## src/rtl/smsd_pkg.sv

```systemverilog
package smsd_pkg;

  // Field widths of the stream items.
  localparam int SAMPLE_W  = 16;
  localparam int MEAN_W    = 25;
  localparam int SD_W      = 24;
  localparam int TDATA_IN_W  = 16;
  localparam int TDATA_OUT_W = 72;

  // Accumulation limits and result scaling.
  localparam int COUNT_LOG2 = 16;
  localparam int FRAC_BITS  = 8;

  // Derived datapath widths.
  localparam int CNT_W   = COUNT_LOG2 + 1;
  localparam int SUM_W   = SAMPLE_W + COUNT_LOG2 + 1;
  localparam int SQ_W    = 2 * SAMPLE_W + COUNT_LOG2;
  localparam int PROD_W  = SQ_W + CNT_W;
  localparam int DQ_W    = PROD_W + 2 * FRAC_BITS;
  localparam int MDIVD_W = SUM_W + FRAC_BITS;
  localparam int DIVR_W  = 2 * COUNT_LOG2;
  localparam int ROOT_W  = SD_W + 1;
  localparam int REM_W   = (DIVR_W > ROOT_W + 2) ? DIVR_W : ROOT_W + 2;
  localparam int AW      = REM_W + 2;
  localparam int STEP_W  = $clog2(DQ_W + 1);

  // Configuration register indexes.
  localparam logic REG_SIGNED_MODE  = 1'b0;
  localparam logic REG_WANT_STD_DEV = 1'b1;

  // Closing totals handed to the arithmetic sequencer.
  typedef struct packed {
    logic [SUM_W-1:0] sum;
    logic [SQ_W-1:0]  sq;
    logic [CNT_W-1:0] count;
    logic             dropped;
    logic             want_sd;
  } smsd_start_t;

  // Finished result from the sequencer.
  typedef struct packed {
    logic [MEAN_W-1:0] mean;
    logic [SD_W-1:0]   sd;
    logic [CNT_W-1:0]  count;
    logic              overflow;
  } smsd_result_t;

endpackage

```

## src/rtl/smsd_calc.sv

```systemverilog
module smsd_calc (
  input  logic                 clk,
  input  logic                 rst,
  input  logic                 start,
  input  smsd_pkg::smsd_start_t start_req,
  output logic                 idle,
  output logic                 res_valid,
  output smsd_pkg::smsd_result_t res,
  input  logic                 res_ready
);

  localparam int SUM_W   = smsd_pkg::SUM_W;
  localparam int SQ_W    = smsd_pkg::SQ_W;
  localparam int CNT_W   = smsd_pkg::CNT_W;
  localparam int PROD_W  = smsd_pkg::PROD_W;
  localparam int DQ_W    = smsd_pkg::DQ_W;
  localparam int MDIVD_W = smsd_pkg::MDIVD_W;
  localparam int DIVR_W  = smsd_pkg::DIVR_W;
  localparam int ROOT_W  = smsd_pkg::ROOT_W;
  localparam int REM_W   = smsd_pkg::REM_W;
  localparam int AW      = smsd_pkg::AW;
  localparam int STEP_W  = smsd_pkg::STEP_W;
  localparam int MEAN_W  = smsd_pkg::MEAN_W;
  localparam int SD_W    = smsd_pkg::SD_W;

  localparam logic [MDIVD_W:0] NEG_LIM = (MDIVD_W + 1)'(1) << (MEAN_W - 1);
  localparam logic [MDIVD_W:0] POS_LIM = NEG_LIM - (MDIVD_W + 1)'(1);

  // Sequencer states.
  localparam logic [3:0] S_IDLE = 4'd0;
  localparam logic [3:0] S_PREP = 4'd1;
  localparam logic [3:0] S_MDIV = 4'd2;
  localparam logic [3:0] S_MFIN = 4'd3;
  localparam logic [3:0] S_MUL1 = 4'd4;
  localparam logic [3:0] S_MUL2 = 4'd5;
  localparam logic [3:0] S_VDIV = 4'd6;
  localparam logic [3:0] S_SQRT = 4'd7;
  localparam logic [3:0] S_DONE = 4'd8;

  logic [3:0]        state;
  logic [STEP_W-1:0] step;
  logic [SUM_W-1:0]  sum_lat;
  logic [SQ_W-1:0]   sq_lat;
  logic [CNT_W-1:0]  n_lat;
  logic              ovf_lat;
  logic              want_lat;
  logic              neg;
  logic [SUM_W-1:0]  s_mag;
  logic [DIVR_W-1:0] divisor;
  logic [DIVR_W-1:0] dprod;
  logic [DQ_W-1:0]   dq;
  logic [REM_W-1:0]  rem;
  logic [ROOT_W-1:0] root;
  logic              sat_hi;
  logic [PROD_W-1:0] acc;
  logic [PROD_W-1:0] mcand;
  logic [SUM_W-1:0]  mplier;
  logic [MEAN_W-1:0] mean;

  logic              is_sqrt;
  logic [AW-1:0]     a_op;
  logic [AW-1:0]     b_op;
  logic [AW:0]       diff;
  logic              ge;
  logic [REM_W-1:0]  rem_step;
  logic              sub;
  logic [PROD_W-1:0] addend;
  logic [PROD_W-1:0] acc_sum;
  logic [SUM_W-1:0]  s_mag_c;
  logic [2*CNT_W-1:0] dprod_c;
  logic [MDIVD_W:0]  qc;
  logic [MDIVD_W:0]  lim;
  logic [MDIVD_W:0]  mag_sel;
  logic [MEAN_W-1:0] mean_c;
  logic              step_last;

  // Shared trial subtractor: one restoring step of division or square root.
  assign is_sqrt  = (state == S_SQRT);
  assign a_op     = is_sqrt ? {rem, dq[2*ROOT_W-1 -: 2]} : {1'b0, rem, dq[DQ_W-1]};
  assign b_op     = is_sqrt ? AW'({root, 2'b01}) : AW'(divisor);
  assign diff     = {1'b0, a_op} - {1'b0, b_op};
  assign ge       = ~diff[AW];
  assign rem_step = ge ? diff[REM_W-1:0] : a_op[REM_W-1:0];

  // Shift-and-add accumulator for n*Q and the subtraction of S*S.
  assign sub     = (state == S_MUL2);
  assign addend  = sub ? ~mcand : mcand;
  assign acc_sum = acc + addend + PROD_W'(sub);

  // Magnitude of the sum and the variance divisor n*(n-1).
  assign s_mag_c = sum_lat[SUM_W-1] ? SUM_W'(0) - sum_lat : sum_lat;
  assign dprod_c = (2*CNT_W)'(n_lat) * (2*CNT_W)'(n_lat - CNT_W'(1));

  // Mean rounding toward minus infinity and clamping to the field range.
  always_comb begin
    qc      = {1'b0, dq[MDIVD_W-1:0]} + (MDIVD_W + 1)'(neg && (rem != '0));
    lim     = neg ? NEG_LIM : POS_LIM;
    mag_sel = (qc > lim) ? lim : qc;
    if (n_lat == '0) begin
      mean_c = '0;
    end else if (neg) begin
      mean_c = MEAN_W'(0) - mag_sel[MEAN_W-1:0];
    end else begin
      mean_c = mag_sel[MEAN_W-1:0];
    end
  end

  assign step_last = (step == STEP_W'(1));

  // Sequencer and datapath registers.
  always_ff @(posedge clk) begin
    if (rst) begin
      state <= S_IDLE;
    end else begin
      case (state)
        S_IDLE: begin
          if (start) begin
            sum_lat  <= start_req.sum;
            sq_lat   <= start_req.sq;
            n_lat    <= start_req.count;
            ovf_lat  <= start_req.dropped;
            want_lat <= start_req.want_sd;
            state    <= S_PREP;
          end
        end
        S_PREP: begin
          neg     <= sum_lat[SUM_W-1];
          s_mag   <= s_mag_c;
          dprod   <= dprod_c[DIVR_W-1:0];
          divisor <= DIVR_W'(n_lat);
          dq      <= DQ_W'(s_mag_c) << (DQ_W - SUM_W);
          rem     <= '0;
          step    <= STEP_W'(MDIVD_W);
          state   <= S_MDIV;
        end
        S_MDIV: begin
          rem  <= rem_step;
          dq   <= {dq[DQ_W-2:0], ge};
          step <= step - STEP_W'(1);
          if (step_last) begin
            state <= S_MFIN;
          end
        end
        S_MFIN: begin
          mean <= mean_c;
          if (want_lat && (n_lat > CNT_W'(1))) begin
            acc    <= '0;
            mcand  <= PROD_W'(sq_lat);
            mplier <= SUM_W'(n_lat);
            step   <= STEP_W'(CNT_W);
            state  <= S_MUL1;
          end else begin
            root   <= '0;
            sat_hi <= 1'b0;
            state  <= S_DONE;
          end
        end
        S_MUL1, S_MUL2: begin
          if (mplier[0]) begin
            acc <= acc_sum;
          end
          mcand  <= mcand << 1;
          mplier <= mplier >> 1;
          step   <= step - STEP_W'(1);
          if (step_last) begin
            if (state == S_MUL1) begin
              mcand  <= PROD_W'(s_mag);
              mplier <= s_mag;
              step   <= STEP_W'(SUM_W);
              state  <= S_MUL2;
            end else begin
              divisor <= dprod;
              rem     <= '0;
              dq      <= DQ_W'(mplier[0] ? acc_sum : acc) << (2 * smsd_pkg::FRAC_BITS);
              step    <= STEP_W'(DQ_W);
              state   <= S_VDIV;
            end
          end
        end
        S_VDIV: begin
          rem  <= rem_step;
          dq   <= {dq[DQ_W-2:0], ge};
          step <= step - STEP_W'(1);
          if (step_last) begin
            sat_hi <= |dq[DQ_W-2:2*ROOT_W-1];
            rem    <= '0;
            root   <= '0;
            dq     <= {dq[DQ_W-2:0], ge};
            step   <= STEP_W'(ROOT_W);
            state  <= S_SQRT;
          end
        end
        S_SQRT: begin
          rem  <= rem_step;
          root <= {root[ROOT_W-2:0], ge};
          dq   <= dq << 2;
          step <= step - STEP_W'(1);
          if (step_last) begin
            state <= S_DONE;
          end
        end
        S_DONE: begin
          if (res_ready) begin
            state <= S_IDLE;
          end
        end
        default: begin
          state <= S_IDLE;
        end
      endcase
    end
  end

  // Result presentation.
  assign idle      = (state == S_IDLE);
  assign res_valid = (state == S_DONE);
  assign res.mean     = mean;
  assign res.sd       = (sat_hi || root[ROOT_W-1]) ? {SD_W{1'b1}} : root[SD_W-1:0];
  assign res.count    = n_lat;
  assign res.overflow = ovf_lat;

endmodule

```

## src/rtl/sample_mean_std_dev.sv

```systemverilog
// Samples that do not close a set are taken back to back, one per cycle, while the
// sequencer is idle. A closing sample drops s_tready until its result is in the
// output register: the mean divide runs, and, when the deviation is computed, the
// multiply passes (n*Q, then S*S), the variance divide and the root steps. The next
// sample is taken once the result is there, or later while the output register waits.
// Synchronous active-high reset clears the accumulators, sequencer and output valid.
module sample_mean_std_dev (
  input  logic                                clk,
  input  logic                                rst,
  // Configuration write port.
  input  logic                                cfg_wr_en,
  input  logic                                cfg_index,
  input  logic                                cfg_wdata,
  // Sample stream.
  input  logic                                s_tvalid,
  output logic                                s_tready,
  input  logic [smsd_pkg::TDATA_IN_W-1:0]     s_tdata,   // [15:0] sample
  input  logic                                s_tlast,
  // Result stream.
  output logic                                m_tvalid,
  input  logic                                m_tready,
  output logic [smsd_pkg::TDATA_OUT_W-1:0]    m_tdata,   // [24:0] mean_value,
                                                         // [48:25] std_dev,
                                                         // [65:49] sample_count
  output logic                                m_tuser    // [0] overflow
);

  localparam int SAMPLE_W = smsd_pkg::SAMPLE_W;
  localparam int SUM_W    = smsd_pkg::SUM_W;
  localparam int SQ_W     = smsd_pkg::SQ_W;
  localparam int CNT_W    = smsd_pkg::CNT_W;

  logic                    signed_mode;
  logic                    want_std_dev;
  logic [SUM_W-1:0]        running_sum;
  logic [SQ_W-1:0]         running_square_sum;
  logic [CNT_W-1:0]        count_so_far;
  logic                    dropped_flag;

  logic                    p_valid;
  logic                    p_last;
  logic [SAMPLE_W:0]       p_x;
  logic [2*SAMPLE_W-1:0]   p_sq;

  logic                    accept;
  logic                    full;
  logic                    sneg;
  logic [SAMPLE_W-1:0]     smag;
  logic [2*SAMPLE_W-1:0]   sq_c;
  logic [SUM_W-1:0]        x_ext;
  logic [SUM_W-1:0]        sum_next;
  logic [SQ_W-1:0]         sq_next;

  logic                    calc_idle;
  logic                    res_valid;
  logic                    res_ready;
  smsd_pkg::smsd_start_t   start_req;
  smsd_pkg::smsd_result_t  res;
  smsd_pkg::smsd_result_t  out_res;

  // Configuration registers.
  always_ff @(posedge clk) begin
    if (rst) begin
      signed_mode  <= 1'b1;
      want_std_dev <= 1'b1;
    end else if (cfg_wr_en) begin
      case (cfg_index)
        smsd_pkg::REG_SIGNED_MODE:  signed_mode  <= cfg_wdata;
        smsd_pkg::REG_WANT_STD_DEV: want_std_dev <= cfg_wdata;
        default: begin
        end
      endcase
    end
  end

  // Input handshake and sample decoding.
  assign s_tready = ~p_last & calc_idle;
  assign accept   = s_tvalid & s_tready;
  assign full     = count_so_far[CNT_W-1];
  assign sneg     = signed_mode & s_tdata[SAMPLE_W-1];
  assign smag     = sneg ? SAMPLE_W'(0) - s_tdata[SAMPLE_W-1:0] : s_tdata[SAMPLE_W-1:0];
  assign sq_c     = smag * smag;

  // Totals including the sample held in the square stage.
  assign x_ext    = {{(SUM_W - SAMPLE_W - 1){p_x[SAMPLE_W]}}, p_x};
  assign sum_next = running_sum + (p_valid ? x_ext : SUM_W'(0));
  assign sq_next  = running_square_sum + (p_valid ? SQ_W'(p_sq) : SQ_W'(0));

  // Square stage and accumulators.
  always_ff @(posedge clk) begin
    if (rst) begin
      p_valid            <= 1'b0;
      p_last             <= 1'b0;
      running_sum        <= '0;
      running_square_sum <= '0;
      count_so_far       <= '0;
      dropped_flag       <= 1'b0;
    end else begin
      p_valid <= accept & ~full;
      p_last  <= accept & s_tlast;
      if (accept) begin
        p_x  <= {sneg, s_tdata[SAMPLE_W-1:0]};
        p_sq <= sq_c;
        if (full) begin
          dropped_flag <= 1'b1;
        end else begin
          count_so_far <= count_so_far + CNT_W'(1);
        end
      end
      if (p_last) begin
        running_sum        <= '0;
        running_square_sum <= '0;
        count_so_far       <= '0;
        dropped_flag       <= 1'b0;
      end else begin
        running_sum        <= sum_next;
        running_square_sum <= sq_next;
      end
    end
  end

  // Closing request to the arithmetic sequencer.
  assign start_req.sum     = sum_next;
  assign start_req.sq      = sq_next;
  assign start_req.count   = count_so_far;
  assign start_req.dropped = dropped_flag;
  assign start_req.want_sd = want_std_dev;

  smsd_calc u_calc (
    .clk       (clk),
    .rst       (rst),
    .start     (p_last),
    .start_req (start_req),
    .idle      (calc_idle),
    .res_valid (res_valid),
    .res       (res),
    .res_ready (res_ready)
  );

  // Output register.
  assign res_ready = ~m_tvalid | m_tready;

  always_ff @(posedge clk) begin
    if (rst) begin
      m_tvalid <= 1'b0;
    end else if (res_valid && res_ready) begin
      m_tvalid <= 1'b1;
      out_res  <= res;
    end else if (m_tready) begin
      m_tvalid <= 1'b0;
    end
  end

  assign m_tdata = smsd_pkg::TDATA_OUT_W'({out_res.count, out_res.sd, out_res.mean});
  assign m_tuser = out_res.overflow;

endmodule
```

## config.mk

```make
export PLATFORM = sky130hd
export DESIGN_NAME = sample_mean_std_dev
export DESIGN_NICKNAME = d
export VERILOG_FILES = /design/src/rtl/smsd_pkg.sv /design/src/rtl/smsd_calc.sv /design/src/rtl/sample_mean_std_dev.sv
export SDC_FILE = /design/constraint.sdc
export NUM_CORES = 2
export LEC_CHECK = 0
export BUFFER_PORTS_ARGS = -buffer_cell sky130_fd_sc_hd__buf_2
export CORE_ASPECT_RATIO = 0.9
export CORE_MARGIN = 2
export CORE_UTILIZATION = 60
export CTS_CLUSTER_DIAMETER = 40
export DETAILED_ROUTE_END_ITERATION = 16
export GPL_ROUTABILITY_DRIVEN = 0
export HOLD_SLACK_MARGIN = 0.1
export PLACE_DENSITY_LB_ADDON = 0.15
export SETUP_SLACK_MARGIN = 0.15
export SYNTH_ARGS = -nofsm -noshare
export SYNTH_HDL_FRONTEND = slang
export SYNTH_SLANG_ARGS = --single-unit
```

## constraint.sdc

```tcl
create_clock -name clk -period 32 [get_ports clk]
set_clock_uncertainty 0.1 [all_clocks]
set_input_delay 4.8 -clock clk [delete_from_list [all_inputs] [get_ports clk]]
set_output_delay 4.8 -clock clk [all_outputs]
set_load 0.03 [all_outputs]
```

==> impl_metrics.ini <==
[run_status]
outcome = finished clean

[yosys]
synth_top_area_frac = 0.332
syn_area_mm2 = 0.0584
synthArstFlopShare = 0
synth-seq-cells = 753
synthMuxAreaShare = 0.00797
synthTopCellsByArea = edfxtp_1 33%, fa_1 16%, ha_1 8.1%
synth.distinct_cells = 84
synth-main-ff-cell = edfxtp_1
synth_top_family_by_area = adder cells
synth_compound_area_frac = 0.113
synth_xor_area_frac = 0.0585
syn_area_per_cell_um2 = 10.2
synthSimpleGateAreaFrac = 0.156
yosysSeqAreaShare = 0.369
synthAdderAreaFrac = 0.236
postSynthCellCount = 5734
synth_warnings = 0
synth_common_cells = 665 x inv_1, 645 x edfxtp_1, 525 x nand2_1
synth_edf_count = 645
synth.largest_area_cell = edfxtp_1
synth_most_common_cell = inv_1

[drt]
via_per_inst = 5.86
first_iter_violations = 4021
wirelength_mm = 143
drt.antenna.violating_nets = 0
drt_pass1_iterations = 6
route.detailed.drc = 0
vias = 42000
wl_per_cell_um = 19.9

[placed_design]
dp_hpwl_mm = 106
place_inst = 6963
io_buffers = 92

[clock_network]
cts_sinks = 753
clock_latency_ns = 0.70
cts-root-buf = clkbuf_16
cts.reportedPaths.clkPinSlew_ns = 0.06
hold_buffers = 0
h-tree-depth = 3
numCtsBuffers = 108
cts_buffer_depth = 3
cts_tree = yes
cts_resized = 0
post_cts_buffers = 0

[grt]
grt_max_degree = 83
antenna_found_initial = 3
overflow = 0
grt_pass1_wl_mm = 227
grtUsageTotal = 0.289
grt_pass1_vias = 41000

[timing]
rsz0062_at_grt = no
finalSetupViolCount = 0
fin_hold_ws_ns = 0.289
finalHoldViolCount = 0
timing_max_transition_violations_final = 0
maxSlewHeadroom = 0.204
min_period_ns = 13.48
worst_pin_slew_ns = 1.19
fin_crit_sh = 0.421
fmax_ghz = 0.0742
fin_tns_setup_ns = 0

[worst_setup_path]
cp_data_arrival_time_ns = 13.81
cp.required_ns = 32.33
critPathSlowestCell = xor2_1
start_kind = input port
crit_fanout = 17
slowest_delay_ns = 0.60
endpoint_kind = register
crit_type = in2reg

[floorplanning]
coreArea_mm2 = 0.0965
die_x_um = 333
die_area_mm2 = 0.0998
die_y_um = 300
initial_core_util = 0.605
num_rows = 108
io_pins = 99

[finish]
area_growth_pct = 9.80
drive_gt1_frac = 0.0669
n_antenna_cell = 0
fin_cells = 7165
nNetsFinal = 6663

[flow_run]
maxCapViolations = 0

[hold_path]
hold_class = reg2reg
-- metal layers --
| metal | global-route usage | share of wire | vias to the layer above |
|---|---|---|---|
| li1 | - | - | 19800 |
| met1 | 0.428 | 0.45 | 20400 |
| met2 | 0.440 | 0.44 | 1561 |
| met3 | 0.0455 | 0.078 | 253 |
| met4 | 0.0920 | 0.033 | 2 |
| met5 | 0 | 0.000091 | - |
-- cells by family after synthesis --
group / count (synthesis)
flip-flops: 753
adder cells (fa/ha/maj): 831
AND/OR/NAND/NOR: 1827
other: 2
XOR/XNOR: 390
AO/OA/AOI/OAI: 984
buffers and inverters: 901
multiplexers: 46
-- registers in the layout (all words and copies together), names as in the netlist, 30 cells and up --
register            flops
u_calc.divisor         32
m_tdata                66
u_calc.mplier          33
u_calc.rem             32
u_calc.s_mag           33
p_sq                   30
u_calc.dprod           31
running_sum            33
running_square_sum     48
u_calc.acc             65
u_calc.sq_lat          48
u_calc.sum_lat         33
u_calc.mcand           65
u_calc.dq              81
-- layout by cell type, fill, tap and decap left out, drive strengths merged, types with 99 or more instances in the layout --
master and n:
o21ai 158, nand2b 178, xor2 182, ha 377, edfxtp 645, dfxtp 108, inv 695, and2 234
buf 153, fa 454, a21oi 263, clkbuf 121, a21o 99, nor2 366, nor2b 146, nand2 525
xnor2 208
-- through the flow --
stage / instance area [µm²] / setup slack [ns] / utilization
2_1_floorplan: 58500 / 16.00 / -
3_3_place_gp: 60300 / 18.30 / 0.625
3_5_place_dp: 60300 / 17.99 / 0.625
4_1_cts: 64100 / 18.71 / 0.664
5_1_grt: 64100 / 17.86 / 0.664
6_report: 64100 / 18.52 / 0.664
-- layout make-up --
| class | instances | area (µm²) |
|---|---|---|
| Multi-Input combinational cell | 4119 | 33700 |
| Fill cell | 7617 | 32400 |
| Sequential cell | 753 | 21500 |
| Clock buffer | 121 | 2780 |
| Inverter | 673 | 2530 |
| Tap cell | 1265 | 1580 |
| Clock inverter | 81 | 1020 |
| Timing Repair Buffer | 153 | 918 |
-- worst paths after layout --
check	slack, ns	endpoint	depth (start not counted)	startpoint
max reg2reg	21.49	u_calc.dprod[30]	33	u_calc.n_lat[5]
min	0.29	m_tdata[10]	0	u_calc.mean[10]
min reg2reg	0.29	m_tdata[10]	0	u_calc.mean[10]
max	18.52	p_sq[31]	32	s_tdata[0]
-- worst max-delay path, delay by kind of cell --
family,cells,cell delay [ns]
fa+ha+maj,8,3.57
compound gates,10,2.34
buf+inv,8,1.30
simple gates,4,1.10
xor+xnor,2,0.68
Power is not shown: default switching activity piles up to over one toggle a cycle in this logic, so the estimate is an artifact.
